[src/rtl/pdd_divider.sv]
// pdd_divider: restoring unsigned divider, one quotient bit per cycle,
// used for the scaled cell value; no dependencies
module pdd_divider #(
    parameter int NUM_W = 24,
    parameter int DEN_W = 16
) (
    input  logic             i_clk,
    input  logic             i_rst_n,
    input  logic             i_start,
    input  logic [NUM_W-1:0] i_num,
    input  logic [DEN_W-1:0] i_den,
    output logic             o_busy,
    output logic [NUM_W-1:0] o_quo
);

    localparam int CNT_W = $clog2(NUM_W + 1);

    logic             r_busy;
    logic [CNT_W-1:0] r_cnt;
    logic [NUM_W-1:0] r_quo;
    logic [DEN_W:0]   r_rem;
    logic [DEN_W-1:0] r_den;
    logic [DEN_W:0]   s_shift;
    logic             s_ge;

    // trial subtract
    always_comb begin
        s_shift = {r_rem[DEN_W-1:0], r_quo[NUM_W-1]};
        s_ge    = (s_shift >= {1'b0, r_den});
    end

    always_ff @(posedge i_clk) begin
        if (!i_rst_n) begin
            r_busy <= 1'b0;
            r_cnt  <= '0;
        end else if (i_start) begin
            r_busy <= 1'b1;
            r_cnt  <= CNT_W'(NUM_W);
        end else if (r_busy) begin
            r_cnt  <= r_cnt - 1'b1;
            r_busy <= (r_cnt != CNT_W'(1));
        end
    end

    always_ff @(posedge i_clk) begin
        if (i_start) begin
            r_quo <= i_num;
            r_rem <= '0;
            r_den <= i_den;
        end else if (r_busy) begin
            r_rem <= s_ge ? s_shift - {1'b0, r_den} : s_shift;
            r_quo <= {r_quo[NUM_W-2:0], s_ge};
        end
    end

    assign o_busy = r_busy;
    assign o_quo  = r_quo;

endmodule

[config.mk]
export PLATFORM = sky130hd
export DESIGN_NAME = pdd_divider
export DESIGN_NICKNAME = d
export VERILOG_FILES = /design/src/rtl/pdd_divider.sv
export SDC_FILE = /design/constraint.sdc
export NUM_CORES = 1
export LEC_CHECK = 0
export ABC_CLOCK_PERIOD_IN_PS = 4100
export BUFFER_PORTS_ARGS = -buffer_cell sky130_fd_sc_hd__buf_4
export CORE_MARGIN = 2
export CORE_UTILIZATION = 40
export DETAILED_ROUTE_END_ITERATION = 16
export GPL_TIMING_DRIVEN = 0
export SLEW_MARGIN = 5
export SYNTH_ARGS = -nofsm -noshare
export SYNTH_HDL_FRONTEND = slang
export SYNTH_SLANG_ARGS = --single-unit
[constraint.sdc]
create_clock -name i_clk -period 4.1 [get_ports i_clk]
set_clock_uncertainty 0.05 [all_clocks]
set_input_delay 0.615 -clock i_clk [delete_from_list [all_inputs] [get_ports i_clk]]
set_output_delay 0.615 -clock i_clk [all_outputs]
set_load 0.02 [all_outputs]
==> run summary, run 1 <==
Final Hold Vio Count -> 0
Req. time, crit path -> 4.02 ns
Peak supply drop -> 0.202 mV
NumNets Final -> 471
Die footprint -> 9480 sq um
Post-route DRC -> 0
Arrival time worst endpoint -> 2.61 ns
Post-Syn Area -> 3490 sq um
Synth top area cells -> edfxtp_1 34%, dfxtp_1 13%, mux2_2 7.8%
Sequential share of the synthesized area -> 47.1%
Mapped Nets -> 393
First-pass GRT wire length -> 13.7 mm
Overall Global Routing Usage -> 18.0%
Unrepaired setup endpoints after global routing -> false
Detailed Route WL -> 8.13 mm
Fill count -> 826
Post-CTS Setup Inserts -> 0
Final hold slack -> 0.389 ns
Initial drt markers -> 118
CP max FO -> 24
Yosys top cell by area -> edfxtp_1
Sw power -> 520 uW
Part of the power in registers -> 46.3%
Leakage -> 1.74 nW
Achievable frequency -> 0.371 GHz
Htree depth -> 3
Post-CTS sizing -> 0
Critical path class -> in2reg
DR pass1 iterations -> 4
DR vias -> 2803
Area Overhead vs Synth -> 23.3%
# port buffers -> 67
Layout Cells excl Fill -> 522
Pint -> 1.12 mW
Synth Warn # -> 0
Final instance area -> 4300 sq um
Max-slew violations -> 0
Startpoint types -> input port
Overflow after GRT -> 0
Utilization after layout -> 50.0%
Largest net degree at the start of global routing -> 25
Worst slew margin -> 29.1%
Hold Crit Endpoint -> r_den[9]
Bufs on Longest Clock Path -> 2
Setup-failing EPs final -> 0
Post-DRT Antenna Nets -> 0
Syn_area_per_cell -> 10.5 sq um
Period utilization -> 65.7%
Main synth FF type -> edfxtp_1
FF-to-FF path depth -> 9
Worst Setup SP -> i_start
Post-synth top area share -> 34.5%
CTS Sinks -> 62
Status -> completed
Via density -> 5.37
Hold path depth -> 1
Initial Utilization -> 40.6%
Vias in the first global route -> 2843
# diodes -> 0
GPL Wtd Cong -> 0.814
Cells after synthesis -> 331
Drt wl/cell -> 15.6 um
CTS Root Cell -> clkbuf_8
Endpoint type of the worst setup path -> flop
Die H -> 97.4 um
Clock buffer count from CTS -> 9
R2r setup slk -> 1.53 ns
PD cells -> 382 nW/um^2
DP Wirelength -> 5.81 mm
TritonCTS clock tree -> built
Placed cells -> 506
CTS Hold Bufs -> 0
Core Area -> 8590 sq um
Synth cell types -> 57
Clk_lat worst skew -> 0.34 ns
Clock period minus worst slack -> 2.69 ns
Clock share of power -> 29.6%
DP Area -> 4120 sq um
Post-synth EDFFs -> 40
Reg-to-Reg Start -> r_den[8]
Setup_tns -> 0 ns
Comb power frac -> 24.1%
Worst hold path startpoint -> i_den[9]
Sw Share -> 31.6%
FF-to-FF End -> r_rem[0]
FP Rows -> 34
Hold Path Class -> in2reg
Share of cells above drive strength 1 -> 29.7%
FFs w/ async S/R, synth -> 0%
Max Cap Viol -> 0
Worst slew pin tran -> 1.06 ns
Clock Pin Slew Worst Setup and Hold Paths -> 0.08 ns
Width of the die -> 97.4 um
Flops & latches, synth -> 62
Count of boundary I/O pins -> 68
Antenna violations before repair -> 0
==> Yosys cell counts, drive strengths merged, types with 4 or more instances <==
| library cell | n |
|---|---|
| o21ai | 14 |
| a21boi | 4 |
| o21a | 6 |
| a21oi | 18 |
| xnor2 | 10 |
| dfxtp | 22 |
| nand3 | 16 |
| mux2 | 24 |
| inv | 23 |
| nand2 | 19 |
| and3 | 7 |
| a31oi | 4 |
| a311oi | 10 |
| nor3 | 5 |
| nand4 | 4 |
| nor2 | 22 |
| buf | 7 |
| edfxtp | 40 |
| clkbuf | 12 |
| o31ai | 4 |
| ha | 18 |
==> routing by layer <==
metal / GRT usage, % / routed length [um] / vias up / part of all wire (%)
met5: 0 / 0 / - / 0
met4: 6.30 / 117 / 0 / 1.4
met3: 4.10 / 464 / 13 / 5.7
met2: 28.3 / 3670 / 82 / 45
met1: 24.5 / 3880 / 1310 / 48
li1: - / - / 1398 / -
==> critical path, cell delays in order <==
cell,delay (ns)
buf_4,0.24
clkbuf_1,0.41
inv_1,0.20
clkbuf_1,0.27
nand2_1,0.84
==> metrics by stage <==
stage | setup WS [ns] | power (mW)
final | 1.41 | 1.64
after global routing | 1.21 | 1.73
after CTS | 1.43 | 1.66
after detailed placement | 1.06 | 1.17
after global placement | 1.08 | 1.16
after floorplan | 1.80 | 1.03
==> power groups by stage <==
stage	logic, mW	clock network [mW]	registers, mW
4_1_cts	0.396	0.499	0.761
6_report	0.397	0.487	0.761
3_5_place_dp	0.394	0	0.774
3_3_place_gp	0.391	0	0.773
5_1_grt	0.440	0.522	0.768
2_1_floorplan	0.232	0	0.801
==> sequential cells by signal (all words and copies together) (netlist names) <==
| register | flops |
|---|---|
| o_quo | 24 |
| r_den | 16 |
| r_rem | 16 |
| r_cnt | 5 |
| o_busy | 1 |
==> final cells by class <==
type,count,area [sq um],share of cell area [%]
inverters,23,86.3,2.01
multi-input cells,227,1670,38.8
clock inverters,7,51.3,1.19
repair buffers,67,503,11.7
flip-flops and latches,62,1640,38.2
well taps,108,135,3.14
plain buffers,19,88.8,2.07
clock buffers,9,124,2.88
==> cell usage in the layout (no fill, tap or decap), drive strengths merged, types with 4 or more instances in the layout <==
cell      count
a21boi        4
a21oi        18
a311oi       10
a31oi         4
and3          7
buf          74
clkbuf       21
clkinvlp      4
dfxtp        22
edfxtp       40
ha           18
inv          23
mux2         24
nand2        19
nand3        16
nand4         4
nor2         22
nor3          5
o21a          6
o21ai        14
o31ai         4
xnor2        10
==> how the worst max path moves through the flow <==
stage	end	cells past startpoint
floorplan	r_rem[3]	9
global placement	o_quo[19]	5
detailed placement	o_quo[16]	5
CTS	o_quo[5]	5
global route	o_quo[7]	5
finish	o_quo[18]	5
==> cell families (layout without fill, tap and decap cells) <==
logic type      count (synthesis)  in the layout  synth area share (%)
simple gates                   90             90                  13.4
compound gates                 81             81                  16.5
flops                          62             62                  47.1
buf+inv                        42            125                  5.02
mux                            24             24                  7.75
fa+ha+maj                      19             19                  7.04
xor+xnor                       13             13                  3.27
Note: power is estimated with default switching activity, not from simulation.
==> inputs of run 2 (changes only) <==
--- a/config.mk
+++ b/config.mk
@@ -5,7 +5,8 @@
 export SDC_FILE = /design/constraint.sdc
 export NUM_CORES = 1
 export LEC_CHECK = 0
-export ABC_CLOCK_PERIOD_IN_PS = 4100
+export ABC_AREA = 1
+export ABC_CLOCK_PERIOD_IN_PS = 2200
 export BUFFER_PORTS_ARGS = -buffer_cell sky130_fd_sc_hd__buf_4
 export CORE_MARGIN = 2
 export CORE_UTILIZATION = 40
==> constraint.sdc (replaced) <==
create_clock -name i_clk -period 2.2 [get_ports i_clk]
set_clock_uncertainty 0.05 [all_clocks]
set_input_delay 0.33 -clock i_clk [delete_from_list [all_inputs] [get_ports i_clk]]
set_output_delay 0.33 -clock i_clk [all_outputs]
set_load 0.02 [all_outputs]
==> run summary, run 2 <==
Final Hold Vio Count -> 0 (unchanged)
Clock period minus worst slack -> 2.09 ns
Final instance area -> 4530 sq um (+5.3%)
CTS Hold Bufs -> 0 (unchanged)
Layout Cells excl Fill -> 670 (+28%)
Clk_lat worst skew -> 0.33 ns (about the same)
FP Rows -> 34 (unchanged)
Worst setup margin -> 0.111 ns (-1.30 ns)
Most common cell after layout, fill and taps aside -> nand2_1
Achievable frequency -> 0.479 GHz
Post-synth top area share -> 33.1% (-1.4 points)
# diodes -> 0 (unchanged)
NumNets Final -> 619 (+31%)
Main synth FF type -> edfxtp_1
Yosys top cell by area -> edfxtp_1
Power, Total -> 2.84 mW (+73%)
Max Cap Viol -> 0 (unchanged)
Arrival time worst endpoint -> 2.24 ns (-0.37 ns)
First-pass GRT wire length -> 14.3 mm (+4.2%)
Clock buffer count from CTS -> 9 (unchanged)
Via density -> 4.75 (-11%)
FFs w/ async S/R, synth -> 0% (unchanged)
Clock Pin Slew Worst Setup and Hold Paths -> 0.08 ns (about the same)
Share of cells above drive strength 1 -> 20.1% (-9.6 points)
Overflow after GRT -> 0 (unchanged)
Initial drt markers -> 108 (-8.5%)
Max reg flops -> 24 (unchanged)
CTS Root Cell -> clkbuf_8
Synth cell types -> 33 (-42%)
Met3 WL post-DR -> 544 um (+17%)
Met2 WL post-DR -> 3.89 mm (+5.8%)
CP max FO -> 10 (-58%)
# port buffers -> 67 (unchanged)
Slowest cell on the critical path -> edfxtp_1
Count of boundary I/O pins -> 68 (unchanged)
Synth Warn # -> 0 (unchanged)
FF/Latch Area -> 1640 sq um (unchanged)
Startpoint types -> flop
Detailed Route WL -> 8.53 mm (+4.8%)
Largest net degree at the start of global routing -> 33 (+32%)
Initial Utilization -> 41.4% (+0.84 points)
Req. time, crit path -> 2.35 ns (-1.67 ns)
Syn_area_per_cell -> 7.59 sq um (-28%)
Post-synth EDFFs -> 40 (unchanged)
Leakage -> 2.34 nW (+35%)
Place WS -> -0.241 ns (-1.30 ns)
Worst slew margin -> 49.0% (+20 points)
Area of the multi-input gates -> 1700 sq um (+1.6%)
Most common library cells after synthesis -> 192 x nand2_1, 74 x inv_1, 40 x edfxtp_1
Sequence of cells on the critical path -> inv_1 -> ha_1 -> a21oi_2 -> o21a_1 -> nand2_1 -> nor2_4 -> buf_4 -> nand3_1 -> nand3_2 -> o21ai_2
Post-Syn Area -> 3630 sq um (+4.1%)
Peak supply drop -> 0.342 mV (+70%)
TritonCTS clock tree -> built
Status -> completed
Critical path class -> reg2reg
Die H -> 99.2 um (+1.9%)
Period utilization -> 95.0%
Setup_tns -> 0 ns (unchanged)
DP Area -> 4270 sq um (+3.5%)
Flops & latches, synth -> 62 (unchanged)
Placed cells -> 653 (+29%)
Synth top area cells -> edfxtp_1 33%, nand2_1 20%, dfxtp_1 12%
Worst slew pin tran -> 0.762 ns (-0.299 ns)
DP Wirelength -> 6.50 mm (+12%)
DR vias -> 3185 (+14%)
Vias in the first global route -> 3132 (+10%)
Fill count -> 881 (+6.7%)
GPL Wtd Cong -> 0.926 (+14%)
WL met1 -> 4.00 mm (+3.2%)
Drt wl/cell -> 12.7 um (-18%)
Most frequent cells in the layout -> 189 x nand2_1, 74 x inv_1, 69 x buf_4
Worst path max stage delay -> 0.36 ns (-0.48 ns)
Setup-failing EPs final -> 0 (unchanged)
Overall Global Routing Usage -> 18.1% (+0.17 points)
Post-DRT Antenna Nets -> 0 (unchanged)
Hold Path Class -> in2reg
Bufs on Longest Clock Path -> 2 (unchanged)
Area Overhead vs Synth -> 24.8%
Die footprint -> 9850 sq um (+3.9%)
Sequential share of the synthesized area -> 45.2% (-1.9 points)
Core Area -> 8760 sq um (+2.0%)
Mapped Nets -> 540 (+37%)
DR pass1 iterations -> 4 (unchanged)
Width of the die -> 99.2 um (+1.9%)
Cells after synthesis -> 478 (+44%)
Post-route DRC -> 0 (unchanged)
Antenna violations before repair -> 0 (unchanged)
Htree depth -> 3 (unchanged)
Max-slew violations -> 0 (unchanged)
Most frequent cell after synthesis -> nand2_1
CTS Sinks -> 62 (unchanged)
Endpoint type of the worst setup path -> flop
Max layer used -> met4
PD cells -> 627 nW/um^2 (+64%)
-- run 2: worst max-delay path, delay by kind of cell, from the launching register on --
| kind | cells | cell delay [ns] |
|---|---|---|
| AOI/OAI and AO/OA | 3 | 0.41 |
| DFF | 1 | 0.36 |
| and+or+nand+nor | 4 | 0.53 |
| buffers and inverters | 2 | 0.31 |
| adders and majority gates | 1 | 0.30 |
-- run 2: path summary, 6_finish.rpt --
path / startpoint / end / slack, ns / depth (start not counted)
hold / removal: i_den[1] / r_den[1] / 0.12 / 1
hold reg to reg: r_rem[11] / r_rem[11] / 0.42 / 2
setup / recovery: r_den[14] / r_rem[10] / 0.11 / 10
setup reg to reg: r_den[14] / r_rem[10] / 0.11 / 10
-- run 2: report_power, final --
part	total, mW	leakage (nW)	internal [mW]	switching (mW)
logic	0.499	1.66	0.205	0.294
registers	1.38	0.582	1.33	0.0404
clock network	0.965	0.102	0.511	0.454
-- run 2: kinds of logic (layout without fill, tap and decap cells) --
kind of cell / Yosys count / in the layout / synth area share, %
XOR/XNOR: 7 / 7 / 1.69
flip-flops: 62 / 62 / 45.2
AO/OA/AOI/OAI: 27 / 27 / 4.38
buffers and inverters: 87 / 171 / 9.52
adder cells (fa/ha/maj): 19 / 19 / 6.76
AND/OR/NAND/NOR: 276 / 276 / 32.4
-- run 2: what timing repair did --
item / in CTS / in global routing
buffers inserted: 0 / 1
setup endpoints to repair: 0 / 11
resized for setup: 0 / 13
-- run 2: cell type report --
cell class              count  area share (%)
multi-input cells         329            37.5
clock inverters             4           0.608
inverters                  76            6.30
flip-flops and latches     62            36.3
well taps                 108            2.99
plain buffers              11            1.41
repair buffers             68            11.3
clock buffers              12            3.68
-- run 2: layer usage --
metal	global-route usage (%)	vias up
met1	23.1	1429
li1	-	1671
met5	0	-
met3	5.97	8
met2	29.8	77
met4	4.74	0
-- run 2: metrics by stage --
stage          hold WS (ns)  util, %
3_5_place_dp          0.408     48.7
2_1_floorplan         0.379        -
4_1_cts              0.0980     50.9
5_1_grt              0.0865     51.7
3_3_place_gp          0.410     48.7
6_report              0.116     51.7
==> inputs of run 3 (changes only) <==
--- a/config.mk
+++ b/config.mk
@@ -11,7 +11,9 @@
 export CORE_MARGIN = 2
 export CORE_UTILIZATION = 40
 export DETAILED_ROUTE_END_ITERATION = 16
+export GPL_ROUTABILITY_DRIVEN = 0
 export GPL_TIMING_DRIVEN = 0
+export PLACE_DENSITY = 0.69
 export SLEW_MARGIN = 5
 export SYNTH_ARGS = -nofsm -noshare
 export SYNTH_HDL_FRONTEND = slang
==> run summary, run 3 (synthesis results as in run 2) <==
Status -> completed
Buf/Inv on CP -> 2 (unchanged)
Width of the die -> 99.2 um (unchanged)
Core Area -> 8760 sq um (unchanged)
# port buffers -> 67 (unchanged)
Die H -> 99.2 um (unchanged)
CP max FO -> 10 (unchanged)
CP most frequent cell -> nand2_1
Max reg flops -> 24 (unchanged)
Pint -> 2.09 mW (+2.0%)
Sequence of cells on the critical path -> inv_1 -> ha_1 -> nand2_1 -> nor2_1 -> nand4_1 -> nand2_1 -> nor2_4 -> nand2_4 -> buf_6 -> nand2_1 -> nand3_1 -> nand2_1
CP Capture Point -> r_rem[15]
Worst Setup SP -> r_den[6]
Part of the power in registers -> 47.6% (-0.8 points)
Count of boundary I/O pins -> 68 (unchanged)
DP Wirelength -> 6.34 mm (-2.5%)
Most common cell after layout, fill and taps aside -> nand2_1
Setup-failing EPs final -> 0 (unchanged)
FP Rows -> 34 (unchanged)
Final hold slack -> 0.112 ns (-0.00429 ns)
R2r setup slk -> 0.17 ns (+0.06 ns)
Req. time, crit path -> 2.43 ns (+0.08 ns)
Clock share of power -> 35.3% (+1.3 points)
Max-slew violations -> 0 (unchanged)
Clock Pin Slew Worst Setup and Hold Paths -> 0.07 ns (about the same)
CTS Sinks -> 62 (unchanged)
Worst path depth -> 12 (+2)
FF-to-FF End -> r_rem[15]
Clk_lat worst skew -> 0.34 ns (about the same)
Clock period minus worst slack -> 2.03 ns (-0.0612 ns)
Sw Share -> 27.6% (-0.19 points)
Arrival time worst endpoint -> 2.26 ns (+0.02 ns)
DR pass1 iterations -> 4 (unchanged)
Sw power -> 798 uW (+1.1%)
Initial drt markers -> 152 (+41%)
Comb power frac -> 17.1% (-0.5 points)
CTS Root Cell -> clkbuf_8
FF-to-FF path depth -> 12 (+2)
Setup_tns -> 0 ns (unchanged)
Peak supply drop -> 0.447 mV (+31%)
Worst setup margin -> 0.172 ns (+0.0612 ns)
Bufs on Longest Clock Path -> 2 (unchanged)
Hold Path Class -> in2reg
Initial Utilization -> 41.4% (unchanged)
Post-DRT Antenna Nets -> 0 (unchanged)
Largest net degree at the start of global routing -> 33 (unchanged)
First-pass GRT wire length -> 14.6 mm (+2.6%)
Share of cells above drive strength 1 -> 19.6% (-0.46 points)
Area Overhead vs Synth -> 24.7% (about the same)
Vias in the first global route -> 3222 (+2.9%)
DR vias -> 3203 (+0.57%)
Detailed Route WL -> 8.54 mm (+0.20%)
Worst slew margin -> 55.4% (+6.4 points)
Endpoint type of the worst setup path -> flop
Max Cap Viol -> 0 (unchanged)
Drt wl/cell -> 12.7 um (-0.25%)
CTS Hold Bufs -> 0 (unchanged)
Period utilization -> 92.2% (-2.8 points)
Largest delay share family, worst path -> simple AND/OR/NAND/NOR gates
Overflow after GRT -> 0 (unchanged)
Startpoint types -> flop
Die footprint -> 9850 sq um (unchanged)
NumNets Final -> 622 (+0.48%)
Clock buffer count from CTS -> 9 (unchanged)
Most frequent cells in the layout -> 191 x nand2_1, 74 x inv_1, 71 x buf_4
Critical path class -> reg2reg
Achievable frequency -> 0.493 GHz (+3.0%)
Htree depth -> 3 (unchanged)
Worst slew pin tran -> 0.668 ns (-0.0944 ns)
TritonCTS clock tree -> built
Final Hold Vio Count -> 0 (unchanged)
Via density -> 4.76 (+0.12%)
PD cells -> 639 nW/um^2 (+1.8%)
Reg-to-Reg Start -> r_den[6]
Post-route DRC -> 0 (unchanged)
Utilization after layout -> 51.6% (about the same)
Overall Global Routing Usage -> 18.5% (+0.36 points)
# diodes -> 0 (unchanged)
Antenna violations before repair -> 0 (unchanged)
Place WS -> -0.218 ns (+0.0228 ns)
Worst path max stage delay -> 0.36 ns (about the same)
Leakage -> 2.36 nW (+0.98%)
Slowest cell on the critical path -> edfxtp_1
run 3: cell types whose count changed in the layout (fill, tap and decap cells not counted), sizes merged:
cell	previous run	this run
buf	75	78
bufinv	0	1
clkbuf	16	15
run 3: what timing repair did:
action / 4_1_cts / 5_1_grt
gates resized for setup: 0 / 9
setup buffers: 0 / 4
endpoints found under the setup margin: 0 / 24
run 3: area by class of cell:
cell class              instances  area (sq um)
plain buffers                  11          67.6
multi-input cells             329          1660
repair buffers                 71           533
flip-flops and latches         62          1640
clock buffers                  11           141
well taps                     108           135
fillers                       822          4240
clock inverters                 5          57.6
inverters                      76           285
run 3: routing by layer:
metal / vias to the layer above / GRT usage (%) / routed length (um)
met4: 0 / 6.53 / 138
met3: 10 / 6.25 / 578
met2: 79 / 30.3 / 4010
met5: - / 0 / 0
li1: 1679 / - / -
met1: 1435 / 22.8 / 3820
run 3: worst min path at each step:
stage / startpoint / end / slack, ns / depth (start not counted)
global placement: r_rem[15] / r_rem[15] / 0.41 / 2
detailed placement: r_rem[15] / r_rem[15] / 0.41 / 2
floorplan: i_den[0] / r_den[0] / 0.38 / 0
finish: i_den[9] / r_den[9] / 0.11 / 1
CTS: i_den[9] / r_den[9] / 0.09 / 1
global route: i_den[14] / r_den[14] / 0.09 / 1
run 3: stage by stage:
| step | power (mW) | instances | cell area [sq um] |
|---|---|---|---|
| 6_report | 2.89 | 673 | 4530 |
| 5_1_grt | 3.02 | 673 | 4530 |
| 4_1_cts | 2.92 | 669 | 4470 |
| 3_5_place_dp | 1.89 | 653 | 4270 |
| 3_3_place_gp | 1.88 | 653 | 4270 |
| 2_1_floorplan | 1.68 | 478 | 3630 |
run 3: power groups by stage:
stage          Sequential [mW]  Clock [mW]  Combinational (mW)
6_report                  1.38        1.02               0.493
4_1_cts                   1.38        1.05               0.490
2_1_floorplan             1.45           0               0.225
3_3_place_gp              1.40           0               0.479
5_1_grt                   1.39        1.09               0.548
3_5_place_dp              1.40           0               0.489
