`src/rtl/pdd_pkg.sv`:
```
// pdd_pkg: shared constants, codes, state types and the arctangent table
// for the polar density grid; no dependencies
package pdd_pkg;

    // default geometry
    localparam int RINGS_DEF      = 20;
    localparam int SECTORS_DEF    = 60;
    localparam int COUNT_BITS_DEF = 16;

    // register reset values
    localparam logic [7:0] MAX_RADIUS_RST = 8'd80;
    localparam logic [7:0] MIN_RADIUS_RST = 8'd2;

    // configuration register indexes
    localparam logic CFG_MAX_RADIUS = 1'b0;
    localparam logic CFG_MIN_RADIUS = 1'b1;

    // request codes
    localparam logic [1:0] REQ_ADD   = 2'd0;
    localparam logic [1:0] REQ_READ  = 2'd1;
    localparam logic [1:0] REQ_CLEAR = 2'd2;

    // result status codes
    localparam logic [1:0] ST_BINNED  = 2'd0;
    localparam logic [1:0] ST_DROPPED = 2'd1;
    localparam logic [1:0] ST_READ    = 2'd2;
    localparam logic [1:0] ST_CLEARED = 2'd3;

    // angles in q16 degrees
    localparam int          ANG_W        = 23;
    localparam int          THETA_W      = 25;
    localparam logic [22:0] DEG90_Q16    = 23'd5898240;
    localparam logic [24:0] DEG360_Q16   = 25'd23592960;
    localparam int          CORDIC_STEPS = 16;
    localparam int          ATAN_W       = 22;

    // main sequencer states
    typedef enum logic [3:0] {
        S_CLEAR,
        S_IDLE,
        S_SQ,
        S_RANGE,
        S_RING_MUL,
        S_RING_CMP,
        S_ANGLE,
        S_SECTOR,
        S_MEM_RD,
        S_MEM_UPD,
        S_VALUE,
        S_DONE
    } t_seq_state;

    // angle unit states
    typedef enum logic [1:0] {
        CS_IDLE,
        CS_NORM,
        CS_ITER
    } t_cordic_state;

    // round(atan(2^-i) degrees * 65536)
    function automatic logic [ATAN_W-1:0] atan_q16(input logic [3:0] i);
        logic [ATAN_W-1:0] v;
        case (i)
            4'd0:    v = 22'd2949120;
            4'd1:    v = 22'd1740967;
            4'd2:    v = 22'd919879;
            4'd3:    v = 22'd466945;
            4'd4:    v = 22'd234379;
            4'd5:    v = 22'd117304;
            4'd6:    v = 22'd58666;
            4'd7:    v = 22'd29335;
            4'd8:    v = 22'd14668;
            4'd9:    v = 22'd7334;
            4'd10:   v = 22'd3667;
            4'd11:   v = 22'd1833;
            4'd12:   v = 22'd917;
            4'd13:   v = 22'd458;
            4'd14:   v = 22'd229;
            4'd15:   v = 22'd115;
            default: v = 22'd0;
        endcase
        return v;
    endfunction

endpackage

```
`src/rtl/pdd_cordic.sv`:
```
// pdd_cordic: first quadrant angle of two positive magnitudes, one
// normalising shift or one vectoring step per cycle; uses pdd_pkg
module pdd_cordic (
    input  logic                     i_clk,
    input  logic                     i_rst_n,
    input  logic                     i_start,
    input  logic [23:0]              i_ax,
    input  logic [23:0]              i_ay,
    output logic                     o_busy,
    output logic [pdd_pkg::ANG_W-1:0] o_angle
);

    localparam logic signed [33:0] NORM_LIM = 34'sd1073741824;

    pdd_pkg::t_cordic_state r_state, n_state;
    logic signed [33:0] r_cx, r_cy;
    logic signed [24:0] r_z;
    logic [3:0]         r_i;
    logic [pdd_pkg::ANG_W-1:0] r_angle;

    logic signed [33:0] s_dx, s_dy;
    logic signed [24:0] s_atan, s_z_next;
    logic               s_norm_done;

    // step operands
    always_comb begin
        s_dx        = r_cy >>> r_i;
        s_dy        = r_cx >>> r_i;
        s_atan      = 25'(pdd_pkg::atan_q16(r_i));
        s_z_next    = r_cy[33] ? r_z - s_atan : r_z + s_atan;
        s_norm_done = (r_cx >= NORM_LIM) || (r_cy >= NORM_LIM);
    end

    // next state
    always_comb begin
        n_state = r_state;
        case (r_state)
            pdd_pkg::CS_IDLE: if (i_start) n_state = pdd_pkg::CS_NORM;
            pdd_pkg::CS_NORM: if (s_norm_done) n_state = pdd_pkg::CS_ITER;
            pdd_pkg::CS_ITER: if (r_i == 4'(pdd_pkg::CORDIC_STEPS - 1)) n_state = pdd_pkg::CS_IDLE;
            default:          n_state = pdd_pkg::CS_IDLE;
        endcase
    end

    // outputs
    always_comb begin
        o_busy  = (r_state != pdd_pkg::CS_IDLE);
        o_angle = r_angle;
    end

    always_ff @(posedge i_clk) begin
        if (!i_rst_n) begin
            r_state <= pdd_pkg::CS_IDLE;
        end else begin
            r_state <= n_state;
        end
    end

    // datapath
    always_ff @(posedge i_clk) begin
        case (r_state)
            pdd_pkg::CS_IDLE: begin
                r_cx <= 34'(i_ax);
                r_cy <= 34'(i_ay);
                r_z  <= '0;
                r_i  <= '0;
            end
            pdd_pkg::CS_NORM: begin
                if (!s_norm_done) begin
                    r_cx <= r_cx <<< 1;
                    r_cy <= r_cy <<< 1;
                end
            end
            pdd_pkg::CS_ITER: begin
                if (r_cy[33]) begin
                    r_cx <= r_cx - s_dx;
                    r_cy <= r_cy + s_dy;
                end else begin
                    r_cx <= r_cx + s_dx;
                    r_cy <= r_cy - s_dy;
                end
                r_z <= s_z_next;
                r_i <= r_i + 4'd1;
                // clamp the angle to the first quadrant on every step; the last step leaves the result
                if (s_z_next < 0) begin
                    r_angle <= '0;
                end else if (s_z_next > 25'(pdd_pkg::DEG90_Q16)) begin
                    r_angle <= pdd_pkg::DEG90_Q16;
                end else begin
                    r_angle <= s_z_next[pdd_pkg::ANG_W-1:0];
                end
            end
            default: begin
                r_i <= '0;
            end
        endcase
    end

endmodule

```
`config.mk`:
```
export PLATFORM = sky130hd
export DESIGN_NAME = pdd_cordic
export DESIGN_NICKNAME = d
export VERILOG_FILES = /design/src/rtl/pdd_pkg.sv /design/src/rtl/pdd_cordic.sv
export SDC_FILE = /design/constraint.sdc
export NUM_CORES = 1
export LEC_CHECK = 0
export BUFFER_PORTS_ARGS = -buffer_cell sky130_fd_sc_hd__clkbuf_2
export CAP_MARGIN = 15
export CORE_MARGIN = 2
export CORE_UTILIZATION = 56
export CTS_CLUSTER_DIAMETER = 200
export DETAILED_ROUTE_END_ITERATION = 8
export HOLD_SLACK_MARGIN = 0.02
export PLACE_DENSITY_LB_ADDON = 0.05
export SLEW_MARGIN = 30
export SYNTH_ARGS = -nofsm -noshare
export SYNTH_HDL_FRONTEND = slang
export SYNTH_SLANG_ARGS = --single-unit
```
`constraint.sdc`:
```
create_clock -name i_clk -period 10.2 [get_ports i_clk]
set_input_delay 0.51 -clock i_clk [delete_from_list [all_inputs] [get_ports i_clk]]
set_output_delay 0.51 -clock i_clk [all_outputs]
set_load 0.005 [all_outputs]
```
==> results of run 1 <==
-- worst max-delay path by stage --
stage,to,depth (start not counted)
floorplan,r_cy[32]$_DFFE_PP_,29
global placement,r_cx[30]$_DFFE_PP_,21
detailed placement,r_cy[32]$_DFFE_PP_,19
CTS,r_cy[32]$_DFFE_PP_,19
global route,r_cx[32]$_DFFE_PP_,21
finish,r_cy[32]$_DFFE_PP_,19
-- cells in the final DEF, fill, tap and decap left out, drive strengths merged, types with 17 or more instances in the layout --
cell    count
xnor2      95
edfxtp    120
o21a       26
ha        105
a211oi     25
mux2i      48
o21ai     104
nor3       39
nand3      26
and3       23
o22ai      17
and2       25
dfxtp      24
a21o       42
clkbuf     91
buf        21
inv        72
mux4       74
xor2       58
o21bai     17
a221oi     40
nand2     175
nand2b     17
a31oi      20
nor2      245
mux2       20
o211ai     18
a21oi     171
-- per-stage QoR --
step                std cells  worst slack, ps  cell area (um2)  hold WS (ps)
detailed placement       2307             3490            17300           597
global route             2339             2980            17900           287
global placement         2306             3590            17300           590
CTS                      2339             3460            17900           274
finish                   2339             3460            17900           285
floorplan                1934             4020            16800           535
-- state kept, by name, summed over array words and instances (netlist names) --
signal,cells
r_cx,34
r_cy,34
r_z,25
o_angle,23
s_atan,22
r_i,4
r_state,2
-- routing by layer --
metal / routed length [um] / GRT usage, % / share of wire, %
met5: 0 / 0 / 0
met4: 1730 / 13.3 / 3.4
met3: 3750 / 4.32 / 7.4
met2: 24300 / 55.3 / 48
met1: 21100 / 42.9 / 41
-- kinds of logic after synthesis --
| logic type | share of synthesized area, % |
|---|---|
| buf+inv | 4.82 |
| simple gates | 17.3 |
| compound gates | 23.1 |
| flops | 24.4 |
| mux | 14.2 |
| fa+ha+maj | 8.19 |
| xor+xnor | 8.08 |
-- layout make-up --
cell class / instances / area (um2) / share of cell area (%)
multi-input cells: 1611 / 11900 / 66.7
inverters: 67 / 251 / 1.41
repair buffers: 95 / 548 / 3.07
well taps: 390 / 488 / 2.73
flip-flops and latches: 144 / 4080 / 22.9
clock inverters: 15 / 148 / 0.827
clock buffers: 17 / 425 / 2.38
==> impl_metrics.yaml, run 1 <==
die:
  die_x_um: 177
  dieArea_um2: 31300
  start_util_pct: 56.7
  rows: 63
  io_pins: 75
  die_height_um: 177
  core_um2: 29600
critical_path:
  worstPathMaxFanout: 77
  crit_start: "r_i[0]$_DFFE_PP_"
  required_ps: 10390
  reg2regPathDepth: 19
  path_delay_family: "compound AO/OA/AOI/OAI gates"
  crit_path_max_incr_delay_ps: 850
  path_common_cell: "a21oi_1"
  startpoint_type: "register"
  r2r_end: "r_cy[32]$_DFFE_PP_"
  cp-end-kind: "register"
  path_cells: "buf_4 > nor2_1 > a221oi_1 > a32oi_1 > or4_4 > and3b_1 > a21oi_1 > xnor2_1 > ha_1 > and4_1 > and2_1 > nand2_1 > o21ai_0 > a21o_1 > a21oi_1 > o311ai_0 > a21oi_1 > xnor2_1 > o21ai_0"
  arrival_ps: 6940
  reg2reg_from: "r_i[0]$_DFFE_PP_"
  cpMaxStageDelayCell: "edfxtp_1"
  worstSetupPathType: "reg -> reg"
  cp.buffers_inverters: 1
  reg2reg_slack_ps: 3460
route:
  ant_nets: 0
  dr.pass1.iters: 5
  first_iter_violations: 1341
  drt_wl_total_mm: 50.9
  vias_per_cell: 6.61
  route.detailed.drc: 0
  vias: 15500
  wl_per_cell_um: 21.8
timing:
  setup_violations: 0
  layout_worst_path_cycle_share_pct: 66.1
  report.final.slew_viol_count: 0
  slew_headroom_pct: 37.4
  timing.final.hold_violations: 0
  timing.fmax_mhz: 148
  rsz0062_at_grt: "no"
  finClkSkew_ps: 15.1
  tns_ps: 0
  period_needed_ps: 6740
  worst_pin_slew_ps: 933
synthesis:
  synth.ff_latch_count: 144
  ys_seq_area_share_pct: 24.4
  netlist_top_cells_area: "edfxtp_1 (21%), mux4_2 (9.4%), ha_1 (7.8%)"
  syn_area_per_cell_um2: 8.67
  synth_cell_types: 98
  synth_most_common_cell: "nor2_1"
  synth_top_cell_area_share_pct: 21.5
  synth_edf_count: 120
  yosysTopAreaCell: "edfxtp_1"
  ys.flop_type: "edfxtp_1"
  synth_common_cells: "nor2_1 (245), nand2_1 (174), a21oi_1 (171)"
  async_flop_share_pct: 0
  syn_area_um2: 16800
  syn_inst: 1934
  yosys_warnings: 0
  synth_nets: 2093
finish:
  nNetsFinal: 2095
  syn2layout_area_growth_pct: 6.48
  drive_gt1_share_pct: 12.7
  antenna-diode-count: 0
  final_util_pct: 60.4
  fillCellCount: 2618
global_route:
  track_usage_pct: 32.9
  first_global_vias: 14700
  grt_pass1_wl_mm: 80.3
  overflow: 0
  antenna_found_initial: 0
  grt_max_degree: 78
clock_tree:
  cts_max_level: 4
  clk_pin_slew_ps: 80
  tritoncts: "built"
  cts_buffer_depth: 2
  cts_sinks: 144
  cts.repair.resized: 0
  clk_latency_ps: 470
  cts_root_buf: "clkbuf_16"
  post_cts_buffers: 0
  cts_hold_buf: 0
  cts_made_buffers: 17
placed_design:
  io_buffer_count: 74
  hpwlAfterDp_mm: 37.2
  gp_congestion: 0.935
worst_hold_path:
  hold_depth: 2
  hold-path-endpoint: "r_state[0]$_SDFFE_PN0P_"
  worstHoldStart: "i_rst_n"
  hp-class: "in -> reg"
run_status:
  status: "complete, no violations"
flow_run:
  cap_violations: 0
Power of run 1 is left out: the tool's default activity adds up to more than one toggle a clock period on the data nets, which glitch-free logic cannot reach.
==> run 2: changes to the inputs <==
==> constraint.sdc (replaced) <==
create_clock -name i_clk -period 6.8 [get_ports i_clk]
set_input_delay 0.34 -clock i_clk [delete_from_list [all_inputs] [get_ports i_clk]]
set_output_delay 0.34 -clock i_clk [all_outputs]
set_load 0.005 [all_outputs]
==> run 2 against run 1 <==
- highest routed layer unchanged
- first-iteration DRC count is 22% higher
- global-route usage fell by 0.95 points
- count of clock-buffer cells in the layout up 1
- die area did not move
- largest cell class unchanged
- final area is 0.65% higher
- sequential share of layout area down 0.15 points
- worst setup slack lost 3000 ps
- fmax rose by 5.7%
- hold slack lost 150 ps
- clock skew down 1.1 ps
==> impl_metrics.yaml, run 2 (synthesis gave the netlist of run 1 again) <==
die:
  dieArea_um2: 31300
  io_pins: 75
  die_x_um: 177
  core_um2: 29600
  rows: 63
  die_height_um: 177
  start_util_pct: 56.7
route:
  ant_nets: 0
  route.detailed.drc: 0
  first_iter_violations: 1636
  dr.pass1.iters: 6
  wl_per_cell_um: 21.4
  vias: 15400
  vias_per_cell: 6.56
  drt_wl_total_mm: 50.3
clock_tree:
  clk_latency_ps: 440
  cts_sinks: 144
  cts_hold_buf: 0
  cts_max_level: 4
  post_cts_buffers: 0
  tritoncts: "built"
  clk_pin_slew_ps: 80
  cts_made_buffers: 17
  cts_buffer_depth: 2
  cts.repair.resized: 0
  cts_root_buf: "clkbuf_16"
timing:
  timing.fmax_mhz: 157
  finClkSkew_ps: 14.0
  fin_ws_ps: 420
  setup_violations: 0
  worst_pin_slew_ps: 841
  layout_worst_path_cycle_share_pct: 93.8
  period_needed_ps: 6380
  tns_ps: 0
  timing.final.hold_violations: 0
  slew_headroom_pct: 43.5
  report.final.slew_viol_count: 0
  rsz0062_at_grt: "no"
  hold_slack_ps: 137
critical_path:
  reg2reg_slack_ps: 420
  path_cells: "buf_12 > buf_4 > mux4_2 > nand2_1 > nand2_1 > mux2i_1 > ha_1 > o21ai_0 > nor4_1 > and3_1 > a31oi_1 > xor2_1 > ha_1 > and4_1 > and2_1 > nand2_1 > o21ai_0 > a21o_1 > a21oi_1 > o311ai_0 > a21oi_1 > xnor2_1 > o21ai_0"
  cp-end-kind: "register"
  cpMaxStageDelayCell: "o21ai_0"
  crit_path_max_incr_delay_ps: 640
  worstSetupPathType: "reg -> reg"
  required_ps: 6960
  arrival_ps: 6540
  startpoint_type: "register"
  worstPathMaxFanout: 30
run_status:
  status: "complete, no violations"
global_route:
  antenna_found_initial: 0
  first_global_vias: 14500
  grt_max_degree: 85
  grt_pass1_wl_mm: 78.4
  track_usage_pct: 32.0
  overflow: 0
finish:
  antenna-diode-count: 0
  mostFrequentLayoutCells: "nor2_1 (245), nand2_1 (173), a21oi_1 (170)"
  syn2layout_area_growth_pct: 7.18
  largest_registers: "r_cx (34), r_cy (34), r_z (25)"
  nNetsFinal: 2103
  final_area_um2: 18000
  layout_commonest_cell: "nor2_1"
  drive_gt1_share_pct: 13.1
placed_design:
  gp_congestion: 0.959
  place_ws_ps: 517
  dpl-instance-area_um2: 17400
  hpwlAfterDp_mm: 36.8
  io_buffer_count: 74
worst_hold_path:
  hp-class: "in -> reg"
flow_run:
  cap_violations: 0
## run 2: cell types whose count changed in the layout (fill, tap and decap cells not counted), moves of 2 or more
cell / change
buf_12: +3
buf_4: +5
bufinv_16: +2
inv_8: -2
## run 2: path summary, 6_finish.rpt
kind,start,end,depth (start not counted)
max,r_i[1]$_DFFE_PP_,r_cy[32]$_DFFE_PP_,23
min,i_rst_n,r_state[0]$_SDFFE_PN0P_,2
max reg2reg,r_i[1]$_DFFE_PP_,r_cy[32]$_DFFE_PP_,23
min reg2reg,r_state[1]$_SDFFE_PN0P_,r_state[1]$_SDFFE_PN0P_,2
## run 2: area by class of cell
cell class,count,area (um2)
Clock buffer,18,439
Clock inverter,14,173
Fill cell,2679,11600
Inverter,67,251
Multi-Input combinational cell,1611,11900
Sequential cell,144,4080
Tap cell,390,488
Timing Repair Buffer,103,629
## run 2: stage by stage
step	cells	utilization, %
detailed placement	2315	58.7
CTS	2347	60.8
finish	2347	60.8
floorplan	1934	-
global route	2347	60.8
global placement	2315	58.7
## run 2: worst max-delay path: cells and delay by family (launching register included)
family / cells / cell delay (ps)
AO/OA/AOI/OAI: 8 / 1860
AND/OR/NAND/NOR: 7 / 1600
multiplexers: 2 / 800
buffers and inverters: 2 / 570
adder cells (fa/ha/maj): 2 / 550
flip-flops: 1 / 380
XOR/XNOR: 2 / 310
## run 2: routing by layer
layer | global-route usage [%] | share of wire, % | vias up
met5 | 0 | 0 | -
met4 | 10.7 | 3.2 | 0
met1 | 42.1 | 42 | 7301
li1 | - | - | 7262
met2 | 53.9 | 47 | 694
met3 | 4.49 | 7.2 | 131
Power of run 2 is left out for the same reason.
==> run 3: changes to the inputs <==
--- a/config.mk
+++ b/config.mk
@@ -9,6 +9,7 @@
 export CAP_MARGIN = 15
 export CORE_MARGIN = 2
 export CORE_UTILIZATION = 56
+export CTS_BUF_LIST = sky130_fd_sc_hd__clkbuf_2 sky130_fd_sc_hd__clkbuf_4 sky130_fd_sc_hd__clkbuf_8
 export CTS_CLUSTER_DIAMETER = 200
 export DETAILED_ROUTE_END_ITERATION = 8
 export HOLD_SLACK_MARGIN = 0.02
==> constraint.sdc (replaced) <==
create_clock -name i_clk -period 6.8 [get_ports i_clk]
set_input_delay 1.02 -clock i_clk [delete_from_list [all_inputs] [get_ports i_clk]]
set_output_delay 1.02 -clock i_clk [all_outputs]
set_load 0.005 [all_outputs]
==> run 3 against run 2 <==
- worst setup slack worse by 49 ps
- final cell count unchanged
- hold slack better by 480 ps
- register-to-register slack worse by 50 ps
- critical path depth down 1
- die area unchanged
- utilization down 0.65 points
- count of clock-buffer cells in the layout unchanged
- via count down 0.21%
- sequential cell count unchanged
- fmax down 0.76%
- non-clock buffer count unchanged
==> impl_metrics.yaml, run 3 (synthesis gave the netlist of run 1 again) <==
flow_run:
  cap_violations: 0
clock_tree:
  clk_pin_slew_ps: 100
  tritoncts: "built"
  cts_hold_buf: 0
  cts_root_buf: "clkbuf_8"
  cts_sinks: 144
  cts_made_buffers: 17
  clk_latency_ps: 490
  cts_buffer_depth: 2
  cts_max_level: 4
  post_cts_buffers: 0
  cts.repair.resized: 0
timing:
  report.final.slew_viol_count: 0
  fin_ws_ps: 371
  period_needed_ps: 6430
  setup_violations: 0
  rsz0062_at_grt: "no"
  worst_pin_slew_ps: 878
  timing.fmax_mhz: 156
  timing.final.hold_violations: 0
  tns_ps: 0
  hold_slack_ps: 616
  slew_headroom_pct: 41.0
  finClkSkew_ps: 24.4
  layout_worst_path_cycle_share_pct: 94.5
route:
  drt_wl_total_mm: 50.1
  ant_nets: 0
  vias: 15400
  vias_per_cell: 6.54
  first_iter_violations: 1491
  route.detailed.drc: 0
  wl_per_cell_um: 21.3
  dr.pass1.iters: 6
finish:
  layout_commonest_cell: "nor2_1"
  ff_latch_area_um2: 4080
  mostFrequentLayoutCells: "nor2_1 (245), nand2_1 (173), a21oi_1 (170)"
  syn2layout_area_growth_pct: 6.04
  drive_gt1_share_pct: 13.1
  nNetsFinal: 2103
  largest_registers: "r_cx (34), r_cy (34), r_z (25)"
  antenna-diode-count: 0
  multi_input_area_um2: 11900
  fillCellCount: 2693
die:
  die_x_um: 177
  rows: 63
  start_util_pct: 56.7
  core_um2: 29600
  io_pins: 75
  dieArea_um2: 31300
  die_height_um: 177
global_route:
  track_usage_pct: 31.8
  grt_max_degree: 85
  first_global_vias: 14400
  antenna_found_initial: 0
  grt_pass1_wl_mm: 78.1
  overflow: 0
critical_path:
  startpoint_type: "register"
  worstSetupPathType: "reg -> reg"
  path_delay_family: "compound AO/OA/AOI/OAI gates"
  crit_path_max_incr_delay_ps: 590
  required_ps: 7020
  cp-end-kind: "register"
  arrival_ps: 6640
  path_cells: "buf_4 > clkinv_1 > mux2i_1 > a22oi_1 > or4_1 > nand2b_4 > or2_1 > inv_1 > a21oi_1 > xor2_1 > ha_1 > a21o_1 > a21o_1 > a221oi_1 > nor2_1 > a2111oi_0 > buf_4 > o31a_1 > nand3_1 > a31oi_1 > xor2_1 > o21ai_0"
  cp.buffers_inverters: 4
  worstPathMaxFanout: 14
  cpMaxStageDelayCell: "or4_1"
placed_design:
  hpwlAfterDp_mm: 36.8
  place_ws_ps: 517
  gp_congestion: 0.959
  io_buffer_count: 74
run_status:
  status: "complete, no violations"
worst_hold_path:
  hp-class: "reg -> reg"
run 3: path summary, 6_finish.rpt:
| check | slack, ps | startpoint | to | cells after the start |
|---|---|---|---|---|
| max | 370 | r_i[3]$_DFFE_PP_ | r_cx[32]$_DFFE_PP_ | 22 |
| min | 620 | r_state[1]$_SDFFE_PN0P_ | r_state[1]$_SDFFE_PN0P_ | 2 |
| max reg2reg | 370 | r_i[3]$_DFFE_PP_ | r_cx[32]$_DFFE_PP_ | 22 |
| min reg2reg | 620 | r_state[1]$_SDFFE_PN0P_ | r_state[1]$_SDFFE_PN0P_ | 2 |
run 3: final cells by class:
type / instances / area share (%)
Multi-Input combinational cell: 1611 / 67.0
Timing Repair Buffer: 103 / 3.54
Inverter: 67 / 1.41
Clock inverter: 14 / 0.971
Tap cell: 390 / 2.74
Clock buffer: 18 / 1.39
Sequential cell: 144 / 23.0
run 3: per-stage QoR:
step / utilization, % / cells / area, um2
2_1_floorplan: - / 1934 / 16800
3_3_place_gp: 58.7 / 2315 / 17400
3_5_place_dp: 58.7 / 2315 / 17400
4_1_cts: 60.1 / 2347 / 17800
5_1_grt: 60.2 / 2347 / 17800
6_report: 60.2 / 2347 / 17800
run 3: layer usage:
layer	global-route usage [%]	part of all wire [%]	vias to the layer above	wire (um)
li1	-	-	7260	-
met1	42.1	42	7298	21300
met2	53.8	48	692	23900
met3	4.36	7.1	105	3580
met4	10.1	2.7	0	1380
met5	0	0	-	0
run 3: worst register-to-register path, cell delays in order (launching register included):
cell and delay [ps]:
edfxtp_1 570, buf_4 310, clkinv_1 380, mux2i_1 440, a22oi_1 200, or4_1 590
nand2b_4 190, or2_1 370, inv_1 150, a21oi_1 80, xor2_1 190, ha_1 350
a21o_1 220, a21o_1 170, a221oi_1 350, nor2_1 100, a2111oi_0 480, buf_4 220
o31a_1 230, nand3_1 120, a31oi_1 210, xor2_1 160, o21ai_0 90
Power of run 3 is left out for the same reason.
